### src/pgp_pkg.sv
// ----------------------------------------------------------------------------
// pgp_pkg
// Shared types and codes for the OpenPGP packet deframer: event and error
// codes and the per-word result record.
// ----------------------------------------------------------------------------
package pgp_pkg;

	typedef enum logic [2:0] {
		EV_FRAMING = 3'd0,
		EV_PAYLOAD = 3'd1,
		EV_EMPTY   = 3'd2,
		EV_ERROR   = 3'd3,
		EV_IGNORED = 3'd4
	} pgp_event_t;

	typedef enum logic [2:0] {
		ERR_BAD_HEADER  = 3'd0,
		ERR_PARTIAL_LEN = 3'd1,
		ERR_TRUNC_LEN   = 3'd2,
		ERR_TRUNC_BODY  = 3'd3,
		ERR_ZERO_SUB    = 3'd4
	} pgp_err_t;

	typedef struct packed {
		pgp_event_t  event_res;
		logic [7:0]  payload_byte;
		logic [7:0]  pkt_tag;
		logic [31:0] body_length;
		logic        is_indeterminate;
		logic        first_of_packet;
		logic        last_of_packet;
		pgp_err_t    error_code;
	} pgp_result_t;

	localparam int unsigned TDATA_W = 56;
	localparam int unsigned TUSER_W = 2;

endpackage

### src/pgp_core.sv
// ----------------------------------------------------------------------------
// pgp_core
// Header and length state machine. Consumes one octet per step and returns
// the event for that octet; all parsing state lives here.
// ----------------------------------------------------------------------------
module pgp_core
	import pgp_pkg::*;
(
	input  logic        clk,
	input  logic        arst_n,
	input  logic        step_en,
	input  logic [7:0]  in_byte,
	input  logic        end_of_data,
	input  logic        stream_mode,
	output pgp_result_t res
);

	typedef enum logic [2:0] {
		PH_HDR    = 3'd0,
		PH_NEWLEN = 3'd1,
		PH_TWO    = 3'd2,
		PH_MULTI  = 3'd3,
		PH_TAG    = 3'd4,
		PH_BODY   = 3'd5,
		PH_INDET  = 3'd6,
		PH_ERR    = 3'd7
	} phase_t;

	phase_t      phase_q, phase_n;
	logic [7:0]  tag_q, tag_n;
	logic [31:0] acc_q, acc_n;
	logic [2:0]  lbl_q, lbl_n;
	logic [31:0] body_q, body_n;
	logic        ind_q, ind_n;
	logic        first_q, first_n;
	pgp_err_t    errc_q, errc_n;

	always_comb begin
		logic        sub;
		logic        do_first;
		logic        do_finish;
		logic        raise;
		pgp_err_t    raise_code;
		logic [31:0] fin_len;
		logic [31:0] acc_shift;
		logic [31:0] acc_dec;
		logic [31:0] body_dec;
		logic [2:0]  lbl_dec;
		pgp_event_t  ev;
		logic [7:0]  pay;
		logic        fst;
		logic        lst;
		pgp_err_t    ec;

		sub        = stream_mode;
		do_first   = 1'b0;
		do_finish  = 1'b0;
		raise      = 1'b0;
		raise_code = ERR_BAD_HEADER;
		fin_len    = '0;
		acc_shift  = {acc_q[23:0], in_byte};
		acc_dec    = acc_q - 32'd1;
		body_dec   = (body_q != '0) ? body_q - 32'd1 : body_q;
		lbl_dec    = (lbl_q != '0) ? lbl_q - 3'd1 : lbl_q;
		ev         = EV_FRAMING;
		pay        = '0;
		fst        = 1'b0;
		lst        = 1'b0;
		ec         = ERR_BAD_HEADER;

		phase_n = phase_q;
		tag_n   = tag_q;
		acc_n   = acc_q;
		lbl_n   = lbl_q;
		body_n  = body_q;
		ind_n   = ind_q;
		first_n = first_q;
		errc_n  = errc_q;

		case (phase_q)
			PH_HDR: begin
				tag_n = '0;
				acc_n = '0;
				ind_n = 1'b0;
				if (sub) begin
					do_first = 1'b1;
				end else if (end_of_data) begin
					ev = EV_IGNORED;
				end else if (!in_byte[7]) begin
					raise      = 1'b1;
					raise_code = ERR_BAD_HEADER;
				end else if (!in_byte[6]) begin
					tag_n = {4'd0, in_byte[5:2]};
					if (in_byte[1:0] == 2'd3) begin
						ind_n   = 1'b1;
						first_n = 1'b1;
						phase_n = PH_INDET;
					end else begin
						// Old-format length of 1, 2 or 4 octets.
						lbl_n   = 3'd1 << in_byte[1:0];
						phase_n = PH_MULTI;
					end
				end else begin
					tag_n   = {2'd0, in_byte[5:0]};
					phase_n = PH_NEWLEN;
				end
			end
			PH_NEWLEN: begin
				do_first = 1'b1;
			end
			PH_TWO: begin
				do_finish = 1'b1;
				fin_len   = {acc_q[23:0], 8'd0} + {24'd0, in_byte} + 32'd192;
			end
			PH_MULTI: begin
				acc_n = acc_shift;
				lbl_n = lbl_dec;
				if (lbl_dec == '0) begin
					do_finish = 1'b1;
					fin_len   = acc_shift;
				end else if (end_of_data) begin
					raise      = 1'b1;
					raise_code = ERR_TRUNC_LEN;
				end
			end
			PH_TAG: begin
				tag_n = in_byte;
				acc_n = acc_dec;
				if (acc_dec == '0) begin
					ev      = EV_EMPTY;
					lst     = 1'b1;
					phase_n = PH_HDR;
				end else if (end_of_data) begin
					raise      = 1'b1;
					raise_code = ERR_TRUNC_BODY;
				end else begin
					body_n  = acc_dec;
					first_n = 1'b1;
					phase_n = PH_BODY;
				end
			end
			PH_BODY: begin
				if (body_q > 32'd1 && end_of_data) begin
					raise      = 1'b1;
					raise_code = ERR_TRUNC_BODY;
				end else begin
					ev      = EV_PAYLOAD;
					pay     = in_byte;
					fst     = first_q;
					first_n = 1'b0;
					body_n  = body_dec;
					if (body_dec == '0) begin
						lst     = 1'b1;
						phase_n = PH_HDR;
					end
				end
			end
			PH_INDET: begin
				ev      = EV_PAYLOAD;
				pay     = in_byte;
				fst     = first_q;
				first_n = 1'b0;
				lst     = end_of_data;
			end
			default: begin
				ev = EV_ERROR;
				ec = errc_q;
			end
		endcase

		// First length octet; subpackets take every value from 192 to 254 as two-octet.
		if (do_first) begin
			acc_n = '0;
			if (in_byte < 8'd192) begin
				do_finish = 1'b1;
				fin_len   = {24'd0, in_byte};
			end else if (in_byte < 8'd224 || (sub && in_byte != 8'd255)) begin
				if (end_of_data) begin
					raise      = 1'b1;
					raise_code = ERR_TRUNC_LEN;
				end else begin
					acc_n   = {24'd0, in_byte - 8'd192};
					phase_n = PH_TWO;
				end
			end else if (in_byte != 8'd255) begin
				raise      = 1'b1;
				raise_code = ERR_PARTIAL_LEN;
			end else if (end_of_data) begin
				raise      = 1'b1;
				raise_code = ERR_TRUNC_LEN;
			end else begin
				lbl_n   = 3'd4;
				phase_n = PH_MULTI;
			end
		end

		if (do_finish) begin
			acc_n = fin_len;
			if (sub) begin
				if (fin_len == '0) begin
					raise      = 1'b1;
					raise_code = ERR_ZERO_SUB;
				end else if (end_of_data) begin
					raise      = 1'b1;
					raise_code = ERR_TRUNC_BODY;
				end else begin
					phase_n = PH_TAG;
				end
			end else if (fin_len == '0) begin
				ev      = EV_EMPTY;
				lst     = 1'b1;
				phase_n = PH_HDR;
			end else if (end_of_data) begin
				raise      = 1'b1;
				raise_code = ERR_TRUNC_BODY;
			end else begin
				body_n  = fin_len;
				first_n = 1'b1;
				phase_n = PH_BODY;
			end
		end

		if (raise) begin
			ev      = EV_ERROR;
			ec      = raise_code;
			errc_n  = raise_code;
			phase_n = PH_ERR;
		end

		res.event_res        = ev;
		res.payload_byte     = pay;
		res.first_of_packet  = fst;
		res.last_of_packet   = lst;
		res.error_code       = (ev == EV_ERROR) ? ec : ERR_BAD_HEADER;
		res.pkt_tag          = (ev <= EV_EMPTY) ? tag_n : '0;
		res.is_indeterminate = (ev <= EV_EMPTY) ? ind_n : 1'b0;
		res.body_length      = (ev <= EV_EMPTY && !ind_n) ? acc_n : '0;

		// The end of the stream returns every parsing register to its reset value.
		if (end_of_data) begin
			phase_n = PH_HDR;
			tag_n   = '0;
			acc_n   = '0;
			lbl_n   = '0;
			body_n  = '0;
			ind_n   = 1'b0;
			first_n = 1'b0;
			errc_n  = ERR_BAD_HEADER;
		end
	end

	always_ff @(posedge clk or negedge arst_n) begin
		if (!arst_n) begin
			phase_q <= PH_HDR;
			tag_q   <= '0;
			acc_q   <= '0;
			lbl_q   <= '0;
			body_q  <= '0;
			ind_q   <= 1'b0;
			first_q <= 1'b0;
			errc_q  <= ERR_BAD_HEADER;
		end else if (step_en) begin
			phase_q <= phase_n;
			tag_q   <= tag_n;
			acc_q   <= acc_n;
			lbl_q   <= lbl_n;
			body_q  <= body_n;
			ind_q   <= ind_n;
			first_q <= first_n;
			errc_q  <= errc_n;
		end
	end

	// Once in the error phase, every word reports the latched error.
	a_sticky_error: assert property (@(posedge clk) disable iff (!arst_n)
		step_en && phase_q == PH_ERR |-> res.event_res == EV_ERROR && res.error_code == errc_q)
		else $error("error phase did not report the latched error");

	// A word that ends the stream leaves the parser waiting for a new packet.
	a_eod_clears: assert property (@(posedge clk) disable iff (!arst_n)
		step_en && end_of_data |=> phase_q == PH_HDR && body_q == '0 && !first_q)
		else $error("end of stream did not clear the parser");

	// Multi-octet length collection always has octets left to take.
	a_multi_count: assert property (@(posedge clk) disable iff (!arst_n)
		phase_q == PH_MULTI |-> lbl_q != '0 && lbl_q <= 3'd4)
		else $error("length octet count out of range");

endmodule

### src/pgp_packet_deframer.sv
// ----------------------------------------------------------------------------
// pgp_packet_deframer
// Splits an OpenPGP octet stream (packet or signature subpacket form) into
// framing, payload, empty-packet and error events, one event per octet.
// ----------------------------------------------------------------------------
//  channel   direction  fields
//  s_*       in         tdata[7:0] in_byte, tlast end_of_data
//  m_*       out        tdata event/payload/tag/length/error, tuser indet/first,
//                       tlast last_of_packet
//  cfg_*     in         cfg_wdata stream_mode, written when cfg_we is high
//
// One word per cycle while m_tready is high; each word passes through the input
// register and then the result register. The parsing state machine updates in
// the cycle a word leaves the input register. Reset clears the valid flags and
// all parsing state and selects packet mode. A stall on m_tready holds the
// result register and backs up into the input register.
// ----------------------------------------------------------------------------
module pgp_packet_deframer
	import pgp_pkg::*;
(
	input  logic               clk,
	input  logic               arst_n,
	input  logic               s_tvalid,
	output logic               s_tready,
	input  logic [7:0]         s_tdata,   // [7:0] in_byte
	input  logic               s_tlast,   // end_of_data
	output logic               m_tvalid,
	input  logic               m_tready,
	// [2:0] event_res, [10:3] payload_byte, [18:11] pkt_tag,
	// [50:19] body_length, [53:51] error_code, [55:54] zero
	output logic [TDATA_W-1:0] m_tdata,
	output logic [TUSER_W-1:0] m_tuser,   // [0] is_indeterminate, [1] first_of_packet
	output logic               m_tlast,   // last_of_packet
	input  logic               cfg_we,
	input  logic               cfg_wdata  // stream_mode
);

	logic        mode_q;
	logic        valid_s1;
	logic [7:0]  byte_s1;
	logic        eod_s1;
	logic        adv;
	pgp_result_t res;
	logic        valid_s2;
	pgp_result_t res_s2;

	assign adv      = valid_s1 && (!valid_s2 || m_tready);
	assign s_tready = !valid_s1 || adv;

	always_ff @(posedge clk or negedge arst_n) begin
		if (!arst_n) begin
			mode_q <= 1'b0;
		end else if (cfg_we) begin
			mode_q <= cfg_wdata;
		end
	end

	always_ff @(posedge clk or negedge arst_n) begin
		if (!arst_n) begin
			valid_s1 <= 1'b0;
		end else if (s_tready) begin
			valid_s1 <= s_tvalid;
		end
	end

	always_ff @(posedge clk) begin
		if (s_tvalid && s_tready) begin
			byte_s1 <= s_tdata;
			eod_s1  <= s_tlast;
		end
	end

	pgp_core u_core (
		.clk         (clk),
		.arst_n      (arst_n),
		.step_en     (adv),
		.in_byte     (byte_s1),
		.end_of_data (eod_s1),
		.stream_mode (mode_q),
		.res         (res)
	);

	always_ff @(posedge clk or negedge arst_n) begin
		if (!arst_n) begin
			valid_s2 <= 1'b0;
		end else if (adv) begin
			valid_s2 <= 1'b1;
		end else if (m_tready) begin
			valid_s2 <= 1'b0;
		end
	end

	always_ff @(posedge clk) begin
		if (adv) begin
			res_s2 <= res;
		end
	end

	assign m_tvalid = valid_s2;
	assign m_tdata  = {2'b00, res_s2.error_code, res_s2.body_length, res_s2.pkt_tag,
		res_s2.payload_byte, res_s2.event_res};
	assign m_tuser  = {res_s2.first_of_packet, res_s2.is_indeterminate};
	assign m_tlast  = res_s2.last_of_packet;

endmodule

### config.mk
export PLATFORM = sky130hd
export DESIGN_NAME = pgp_packet_deframer
export DESIGN_NICKNAME = d
export VERILOG_FILES = /design/src/pgp_pkg.sv /design/src/pgp_core.sv /design/src/pgp_packet_deframer.sv
export SDC_FILE = /design/constraint.sdc
export NUM_CORES = 1
export LEC_CHECK = 0
export ABC_AREA = 1
export BUFFER_PORTS_ARGS = -buffer_cell sky130_fd_sc_hd__buf_2
export CORE_MARGIN = 5
export CORE_UTILIZATION = 45
export DETAILED_ROUTE_END_ITERATION = 6
export PLACE_DENSITY = 0.59
export RECOVER_POWER = 100
export SYNTH_ARGS = -nofsm -noshare
export SYNTH_HDL_FRONTEND = slang
export SYNTH_SLANG_ARGS = --single-unit
### constraint.sdc
create_clock -name clk -period 6.83 [get_ports clk]
set_clock_uncertainty 0.05 [all_clocks]
set_input_delay 0.3415 -clock clk [delete_from_list [all_inputs] [get_ports clk]]
set_output_delay 0.3415 -clock clk [all_outputs]
set_load 0.05 [all_outputs]
[Yosys cells after proc, flatten, opt, wreduce, memory -nomap -nowiden]
Cells that the tools add are included.
Word-level totals
  register bits after elaboration: 152
  input port bits: 15
  logic and storage cells: 202
Cells by class
  add/subtract/negate cells: 6
  magnitude comparators: 4
  eq/ne operators: 9
  shift operators: 1
  mux-type cells: 138
  reduce and logical (&&, ||, !) cells: 23
Operators by type and width (count)
  two-way mux 32 bit: 15
  two-way mux 3 bit: 49
  case mux 32 bit (2 select lines): 2
  logical NOT 32 bit: 3
  case mux 32 bit (3 select lines): 1
  subtractor 32 x 1 -> 32 bit, second input constant: 2
  two-way mux 1 bit: 48
  two-way mux 8 bit: 6
  adder 32 x 8 -> 32 bit: 1
  adder 32 x 8 -> 32 bit, second input constant: 1
  > comparator 32 x 1 -> 1 bit, second input constant: 1
  case mux 8 bit (2 select lines): 2
  nonzero test 32 bit: 1
  case mux 3 bit (3 select lines): 2
  < comparator 8 bit, second input constant: 2
  case mux 3 bit (5 select lines): 1
  == test 3 x 2 -> 1 bit, second input constant: 3
  == test 3 bit, second input constant: 3
  two-way mux 2 bit: 4
  inequality test 8 bit, second input constant: 1
  case mux 1 bit (4 select lines): 2
  subtractor 8 bit, second input constant: 1
  OR reduction 7 bit: 1
  logical NOT 3 bit: 2
  16 further kinds: 27

[Depth between registers and ports, before layout]
Gate-level depths: netlist of the first run.
  word-level depth: 17
  mapped depth: 23

[Hierarchy]
From an unflattened synthesis of the first run, not the netlist that was laid out.
Unflattened totals
  cell total of the unflattened synthesis: 1666
  area, all modules: 11551.1 um^2
Modules (own cells, without submodules)
  pgp_core: times used 1, cells an instance 1581, area an instance 9417.8 um^2
  pgp_packet_deframer: times used 1, cells an instance 85, area an instance 2133.3 um^2

[Worst setup path before layout of the first run]
Ideal clock, no wire load.
  path type: register to register
  start point: reg valid_s2 (netlist: m_tvalid)
  end point: reg res_s2, in the netlist m_tdata[0] (enable)
  setup time: 444 ps
  data arrival time: 3059 ps
  setup slack: 3277 ps
  stages on the path, launching flop included: 7
  path buffers: 3
  cell sequence: dfrtp_1 nand2_1 nand2_1 clkbuf_1 inv_1 clkbuf_1 clkbuf_1
On the way
  longest elaborated chain between the ends: 3
Ends and longest elaborated chain
  start, declared: line pgp_packet_deframer.sv:44  | logic valid_s2;
  start signal, assigned: line pgp_packet_deframer.sv:85  | valid_s2 <= 1'b0;
  start signal, assigned: line pgp_packet_deframer.sv:87  | valid_s2 <= 1'b1;
  start signal, assigned: line pgp_packet_deframer.sv:89  | valid_s2 <= 1'b0;
  logical NOT 1 bit: line pgp_packet_deframer.sv:47  | assign adv = valid_s1 && (!valid_s2 || m_tready);
  logical OR 1 bit: line pgp_packet_deframer.sv:47
  logical AND 1 bit: line pgp_packet_deframer.sv:47
  via adv: line pgp_packet_deframer.sv:42  | logic adv;
  end signal, assigned: line pgp_packet_deframer.sv:95  | res_s2 <= res;
  end, declared: line pgp_packet_deframer.sv:45  | pgp_result_t res_s2;
The timed path passes the listed nets, and every way through them passes these cells.
A chain may end at the register's enable or synchronous reset.

[Worst setup path after layout of the first run]
  start point: reg u_core.acc_q[1]
  end point: reg u_core.body_q[22]
On the way
  longest elaborated chain between the ends: 10
  elaborated cells between the ends (all ways): 15
  classes of those cells: 3 x add/sub; 10 x mux; 2 x reduce/logical
Ends and longest elaborated chain
  start, declared: line pgp_core.sv:31  | logic [31:0] acc_q, acc_n;
  start signal, assigned: line pgp_core.sv:265  | acc_q <= acc_n;
  adder 32 x 8 -> 32 bit (2 in a row): line pgp_core.sv:113  | fin_len = {acc_q[23:0], 8'd0} + {24'd0, in_byte} + 32'd192;
  case mux 32 bit (2 select lines): line pgp_core.sv:80  | case (phase_q)
  two-way mux 32 bit: line pgp_core.sv:174  | if (in_byte < 8'd192) begin
  two-way mux 32 bit: line pgp_core.sv:172  | if (do_first) begin
  logical NOT 32 bit: line pgp_core.sv:209  | end else if (fin_len == '0) begin
  two-way mux 32 bit: line pgp_core.sv:209
  two-way mux 32 bit: line pgp_core.sv:199  | if (sub) begin
  two-way mux 32 bit *: line pgp_core.sv:197  | if (do_finish) begin
  two-way mux 32 bit *: line pgp_core.sv:240  | if (end_of_data) begin
  end signal, assigned: line pgp_core.sv:267  | body_q <= body_n;
  end, declared: line pgp_core.sv:33  | logic [31:0] body_q, body_n;
Every way passes the cells marked *; elsewhere a longest branch is shown, timed or not.

==> flow_metrics.py, run 1 <==
metrics = {
    "run_status": {
        "status": "finished, violations left",
        "violations": "DRC, capacitance limit, slew limit",
    },
    "cts": {
        "clockBufferDepth": 2,
        "clock_sinks": 152,
        "post_cts_buffers": 0,
        "cts_tree": "built",
        "clk_latency_ns": 0.44,
        "root_buffer": "clkbuf_16",
        "htree_levels": 4,
        "path_clk_slew_ns": 0.07,
        "cts_buffers": 17,
    },
    "detailed_routing": {
        "wl_per_cell_microns": 23.5,
        "first_pass_iters": 7,
        "drt_iter0_drc": 2079,
        "drc": 16,
        "via_per_inst": 6.10,
        "drtAntennaViolNets": 0,
        "wl_microns": 47600,
        "vias": 12300,
    },
    "timing": {
        "rsz0062_at_grt": "no",
        "fin_tns_setup_ns": 0,
        "fmax_mhz": 192,
        "finalSetupViolations": 0,
        "final.setup.worst_slack_ns": 1.63,
        "min_period_ns": 5.20,
        "final-hold-violation-count": 0,
        "worstMarginPinSlew_ns": 3.13,
        "slew-limit-headroom": -1.10,
        "finalCritPeriodShare": 0.762,
        "slew_viol_final": 159,
    },
    "critical_path": {
        "r2r_start": "u_core.acc_q[1]",
        "r2r_slack_ns": 1.63,
        "worstPathRequired_ns": 7.05,
        "slowest_delay_ns": 1.05,
        "slowest_stage": "clkbuf_1",
        "endpoint_kind": "flop",
        "critical_path_class": "flop to flop",
        "ff2ff_path_depth": 17,
        "path_cells": "inv_1 > ha_1 > nand2_1 > nor2_1 > nand3_1 > nand2_1 > nand2_1 > nor2_1 > nand2_1 > nor2_1 > nand4_1 > nand3_1 > clkbuf_1 > inv_1 > o21ai_0 > nor2_1 > o22ai_1",
        "cp_max_fo": 27,
        "crit_path_start_kind": "flop",
        "cp_data_arrival_time_ns": 5.42,
        "rr_endpoint": "u_core.body_q[22]",
    },
    "min_path": {
        "hp-class": "primary input to flop",
        "holdPathEnd": "byte_s1[5]",
        "hold_path.startpoint": "s_tdata[5]",
        "holdPathStages": 1,
    },
    "synthesis": {
        "avgSynthCellArea_sq_um": 7.02,
        "synth.ff_latch_count": 152,
        "yosysWarnings": 0,
        "syn-cell-area_sq_mm": 0.0115,
        "async_flop_share": 0.566,
        "ys_seq_area_frac": 0.358,
        "ys.flop_type": "dfrtp_1",
        "yosysUniqueCellTypes": 53,
        "syn_inst": 1643,
        "synth-edff-count": 66,
    },
    "placement": {
        "pre_cts_slack_ns": 2.49,
        "dp_hpwl_microns": 35300,
        "gp_congestion": 1.06,
        "placement.cell_area_sq_mm": 0.0120,
        "port_buffers": 73,
    },
    "global_routing": {
        "grt_overflow": 0,
        "grt_usage": 0.325,
        "grt_max_degree": 72,
        "grt_pass1_wl_microns": 71200,
        "grt_pass1_vias": 11300,
        "antenna_found_initial": 0,
    },
    "run": {
        "drv_cap": 3,
    },
    "cells_and_area": {
        "stdcell_area_sq_mm": 0.0124,
        "fill_cells": 2642,
        "final_nets": 1702,
        "syn2layout_area_growth_pct": 7.39,
        "n_antenna_cell": 0,
        "drive_gt1_frac": 0.0799,
    },
    "die": {
        "dieArea_sq_mm": 0.0289,
        "die_w_microns": 170,
        "io_pins": 76,
        "rows": 58,
        "die_height_microns": 170,
        "core_sq_mm": 0.0252,
        "start_util": 0.458,
    },
}
[stage by stage]
step	hold slack (ns)	instances	utilization
after floorplan	-0.00409	1644	-
after global placement	0.276	1987	0.477
after detailed placement	0.280	1987	0.477
after CTS	0.0151	2020	0.502
after global routing	0.0169	2020	0.492
final	0.0211	2020	0.492
[registers in the layout, summed over array words and instances, names as in the netlist]
register and cells:
m_tuser 2, u_core.body_q 32, eod_s1 1, u_core.acc_q 32, m_tvalid 1, valid_s1 1, m_tlast 1, byte_s1 8
u_core.lbl_q 3, m_tdata 54, u_core.first_q 1, mode_q 1, u_core.phase_q 3, u_core.errc_q 3, u_core.tag_q 8, u_core.ind_q 1
[critical path, delay by kind of cell (launching register included)]
kind                     cells  cell delay, ns
AND/OR/NAND/NOR             11            2.40
AO/OA/AOI/OAI                2            0.39
buffers and inverters        3            1.48
adder cells (fa/ha/maj)      1            0.22
flip-flops                   1            0.50
[kinds of logic after synthesis]
family                     Yosys count  share of synthesized area
AOI/OAI and AO/OA                  314                      0.168
xor gates and xnor gates            21                     0.0159
adders and majority gates           10                     0.0108
buffers and inverters              232                     0.0879
DFF                                152                      0.358
other                                1                   0.000325
and+or+nand+nor                    913                      0.359
[repair_timing]
action,in CTS,in global routing
hold buffers,1,0
endpoints found under the hold margin,33,0
gates resized for setup,0,0
[routing by layer]
| metal | GRT usage | vias up | wire, microns |
|---|---|---|---|
| met5 | 0 | - | 0 |
| met4 | 0.0962 | 0 | 1430 |
| met3 | 0.0685 | 112 | 5930 |
| met2 | 0.446 | 834 | 19200 |
| met1 | 0.509 | 5789 | 21000 |
| li1 | - | 5587 | - |
[synthesized netlist by cell type, types with 21 or more instances]
cell      count  area, sq um
nor2_1      242          908
o21ai_0     106          531
dfrtp_1      86         2150
nand3_1     116          581
o22ai_1      63          394
nand2_1     424         1590
nand4_1      22          138
nor2_4       36          405
a21oi_1      33          165
nor2_2       25          156
clkbuf_1     38          143
a31oi_1      21          131
edfxtp_1     66         1980
inv_1       143          537
o211ai_1     26          195
[worst max-delay path by stage]
stage,start,to,slack [ns],cells after the start
2_1_floorplan,m_tvalid,m_tdata[0],3.28,6
4_1_cts,byte_s1[6],m_tdata[44],2.46,21
6_report,u_core.acc_q[1],u_core.body_q[22],1.63,17
3_5_place_dp,byte_s1[6],m_tdata[39],2.49,21
5_1_grt,m_tvalid,u_core.acc_q[14],1.20,5
3_3_place_gp,byte_s1[6],m_tdata[39],2.52,21
[cells in the final DEF (no fill, tap or decap), drive strengths merged, types with 16 or more instances in the layout]
| cell type | instances |
|---|---|
| nor2 | 303 |
| o211ai | 26 |
| nand2 | 439 |
| nand3 | 122 |
| a211oi | 19 |
| o21ai | 116 |
| clkbuf | 84 |
| edfxtp | 66 |
| buf | 19 |
| a21oi | 35 |
| o22ai | 63 |
| xor2 | 18 |
| nand4 | 23 |
| o221ai | 16 |
| inv | 166 |
| dfrtp | 86 |
| a31oi | 21 |
[cell type report]
cell class	instances	area (sq um)	share of cell area
Tap cell	330	413	0.0333
Inverter	160	604	0.0488
Multi-Input combinational cell	1260	6230	0.503
Clock buffer	18	429	0.0347
Timing Repair Buffer	86	373	0.0301
Clock inverter	14	204	0.0165
Sequential cell	152	4130	0.334
Power of run 1 is left out: the tool's default activity adds up to more than one toggle a clock period on the data nets, which glitch-free logic cannot reach.
==> run 2: changes to the inputs <==
- PLACE_DENSITY: 0.59 -> 0.62
- clock period: 6.83 -> 4.5 ns (I/O delays scaled with it)
==> run 2 against run 1 <==
Compared with the run above:
- the flow still finishes with violations (DRC, capacitance limit, slew limit)
- global-route usage shrank 0.18 points
- register-to-register slack lost 1.4 ns
- fmax grew 22%
- critical path type unchanged
==> flow_metrics.py, run 2 (synthesis gave the netlist of run 1 again) <==
metrics = {
    "timing": {
        "fin_tns_setup_ns": 0,
        "finalCritPeriodShare": 0.952,
        "final-hold-violation-count": 0,
        "fmax_mhz": 234,
        "slew-limit-headroom": -1.33,
        "finalSetupViolations": 0,
        "slew_viol_final": 56,
        "min_period_ns": 4.28,
        "worstMarginPinSlew_ns": 3.50,
        "rsz0062_at_grt": "no",
    },
    "placement": {
        "gp_congestion": 1.00,
        "dp_hpwl_microns": 35100,
        "port_buffers": 73,
    },
    "global_routing": {
        "grt.busiest_layer": "met1",
        "grt_pass1_wl_microns": 71800,
        "met2_usage": 0.462,
        "grt_pass1_vias": 11600,
        "grt_overflow": 0,
        "globalRouteMet1Util": 0.505,
        "met3_usage": 0.0613,
        "grt_usage": 0.323,
        "grt_max_degree": 56,
        "antenna_found_initial": 1,
    },
    "critical_path": {
        "endpoint_kind": "flop",
        "cp_max_fo": 22,
        "critical_path_class": "flop to flop",
        "slowest_stage": "clkbuf_1",
        "slowest_delay_ns": 0.71,
        "startpoint": "u_core.phase_q[0]",
        "path_cells": "nor2_1 > clkbuf_1 > nor2_1 > clkbuf_2 > inv_1 > clkbuf_1 > o211ai_1 > a31oi_1 > nor2_4",
        "worstPathRequired_ns": 4.63,
        "cp_data_arrival_time_ns": 4.41,
        "crit_path_start_kind": "flop",
        "r2r_start": "u_core.phase_q[0]",
    },
    "run_status": {
        "violations": "DRC, capacitance limit, slew limit",
        "status": "finished, violations left",
    },
    "cells_and_area": {
        "drive_gt1_frac": 0.0873,
        "postLayoutCoreUtil": 0.500,
        "regArea_sq_mm": 0.00413,
        "largest_reg_flops": 54,
        "multi_input_area_sq_mm": 0.00622,
        "final_nets": 1730,
        "final_cell_mix": "nand2_1 (424), nor2_1 (264), inv_1 (143)",
        "layout_commonest_cell": "nand2_1",
        "syn2layout_area_growth_pct": 9.09,
        "n_antenna_cell": 0,
        "fill_cells": 2637,
    },
    "detailed_routing": {
        "wl_microns": 47100,
        "drt_iter0_drc": 1853,
        "drtAntennaViolNets": 0,
        "wl_per_cell_microns": 23.0,
        "first_pass_iters": 7,
        "vias": 12400,
        "via_per_inst": 6.04,
        "drc": 4,
    },
    "cts": {
        "clock_sinks": 152,
        "cts_tree": "built",
        "cts_buffers": 17,
        "htree_levels": 4,
        "path_clk_slew_ns": 0.08,
        "clk_latency_ns": 0.45,
        "clockBufferDepth": 2,
        "root_buffer": "clkbuf_16",
        "post_cts_resized": 0,
    },
    "run": {
        "drv_cap": 1,
    },
    "die": {
        "die_w_microns": 170,
        "core_sq_mm": 0.0252,
        "dieArea_sq_mm": 0.0289,
        "die_height_microns": 170,
        "io_pins": 76,
        "start_util": 0.458,
        "rows": 58,
    },
    "min_path": {
        "hold_path.startpoint": "s_tdata[3]",
        "hp-class": "primary input to flop",
    },
}
run 2: routing by layer:
layer  vias up  part of all wire
met5         -                 0
met4         0             0.019
met3        70              0.11
met2       781              0.42
met1      5866              0.45
li1       5656                 -
run 2: stage by stage:
| stage | setup WS (ns) | hold WS, ns | area (sq um) | std cells |
|---|---|---|---|---|
| floorplan | 0.947 | -0.121 | 11500 | 1644 |
| finish | 0.218 | 0.433 | 12600 | 2048 |
| detailed placement | 0.442 | 0.314 | 12100 | 2002 |
| global route | 0.0758 | 0.447 | 12600 | 2048 |
| global placement | 0.462 | 0.312 | 12100 | 2002 |
| CTS | 0.388 | 0.390 | 12900 | 2048 |
run 2: worst paths after layout:
check | to | slack [ns] | cells after the start
max | m_tdata[36] | 0.22 | 9
min | byte_s1[3] | 0.43 | 2
max reg2reg | m_tdata[36] | 0.22 | 9
min reg2reg | u_core.tag_q[4] | 0.45 | 2
max in group asynchronous | u_core.acc_q[15] | 0.95 | 2
min in group asynchronous | u_core.phase_q[2] | 1.46 | 2
run 2: worst max-delay path: cells and delay by family (launching register included):
family / cells / cell delay [ns]
buf+inv: 4 / 2.32
compound gates: 2 / 0.79
simple gates: 3 / 0.32
flops: 1 / 0.51
run 2: timing repair:
item | CTS | global route
setup buffers | 0 | 0
hold buffers | 14 | 0
hold endpoints to repair | 66 | 0
run 2: area by class of cell:
type,instances,share of cell area
Multi-Input combinational cell,1260,0.495
Sequential cell,152,0.329
Timing Repair Buffer,114,0.0494
Inverter,160,0.0480
Clock buffer,17,0.0338
Tap cell,330,0.0328
Clock inverter,15,0.0126
Power of run 2 is left out for the same reason.
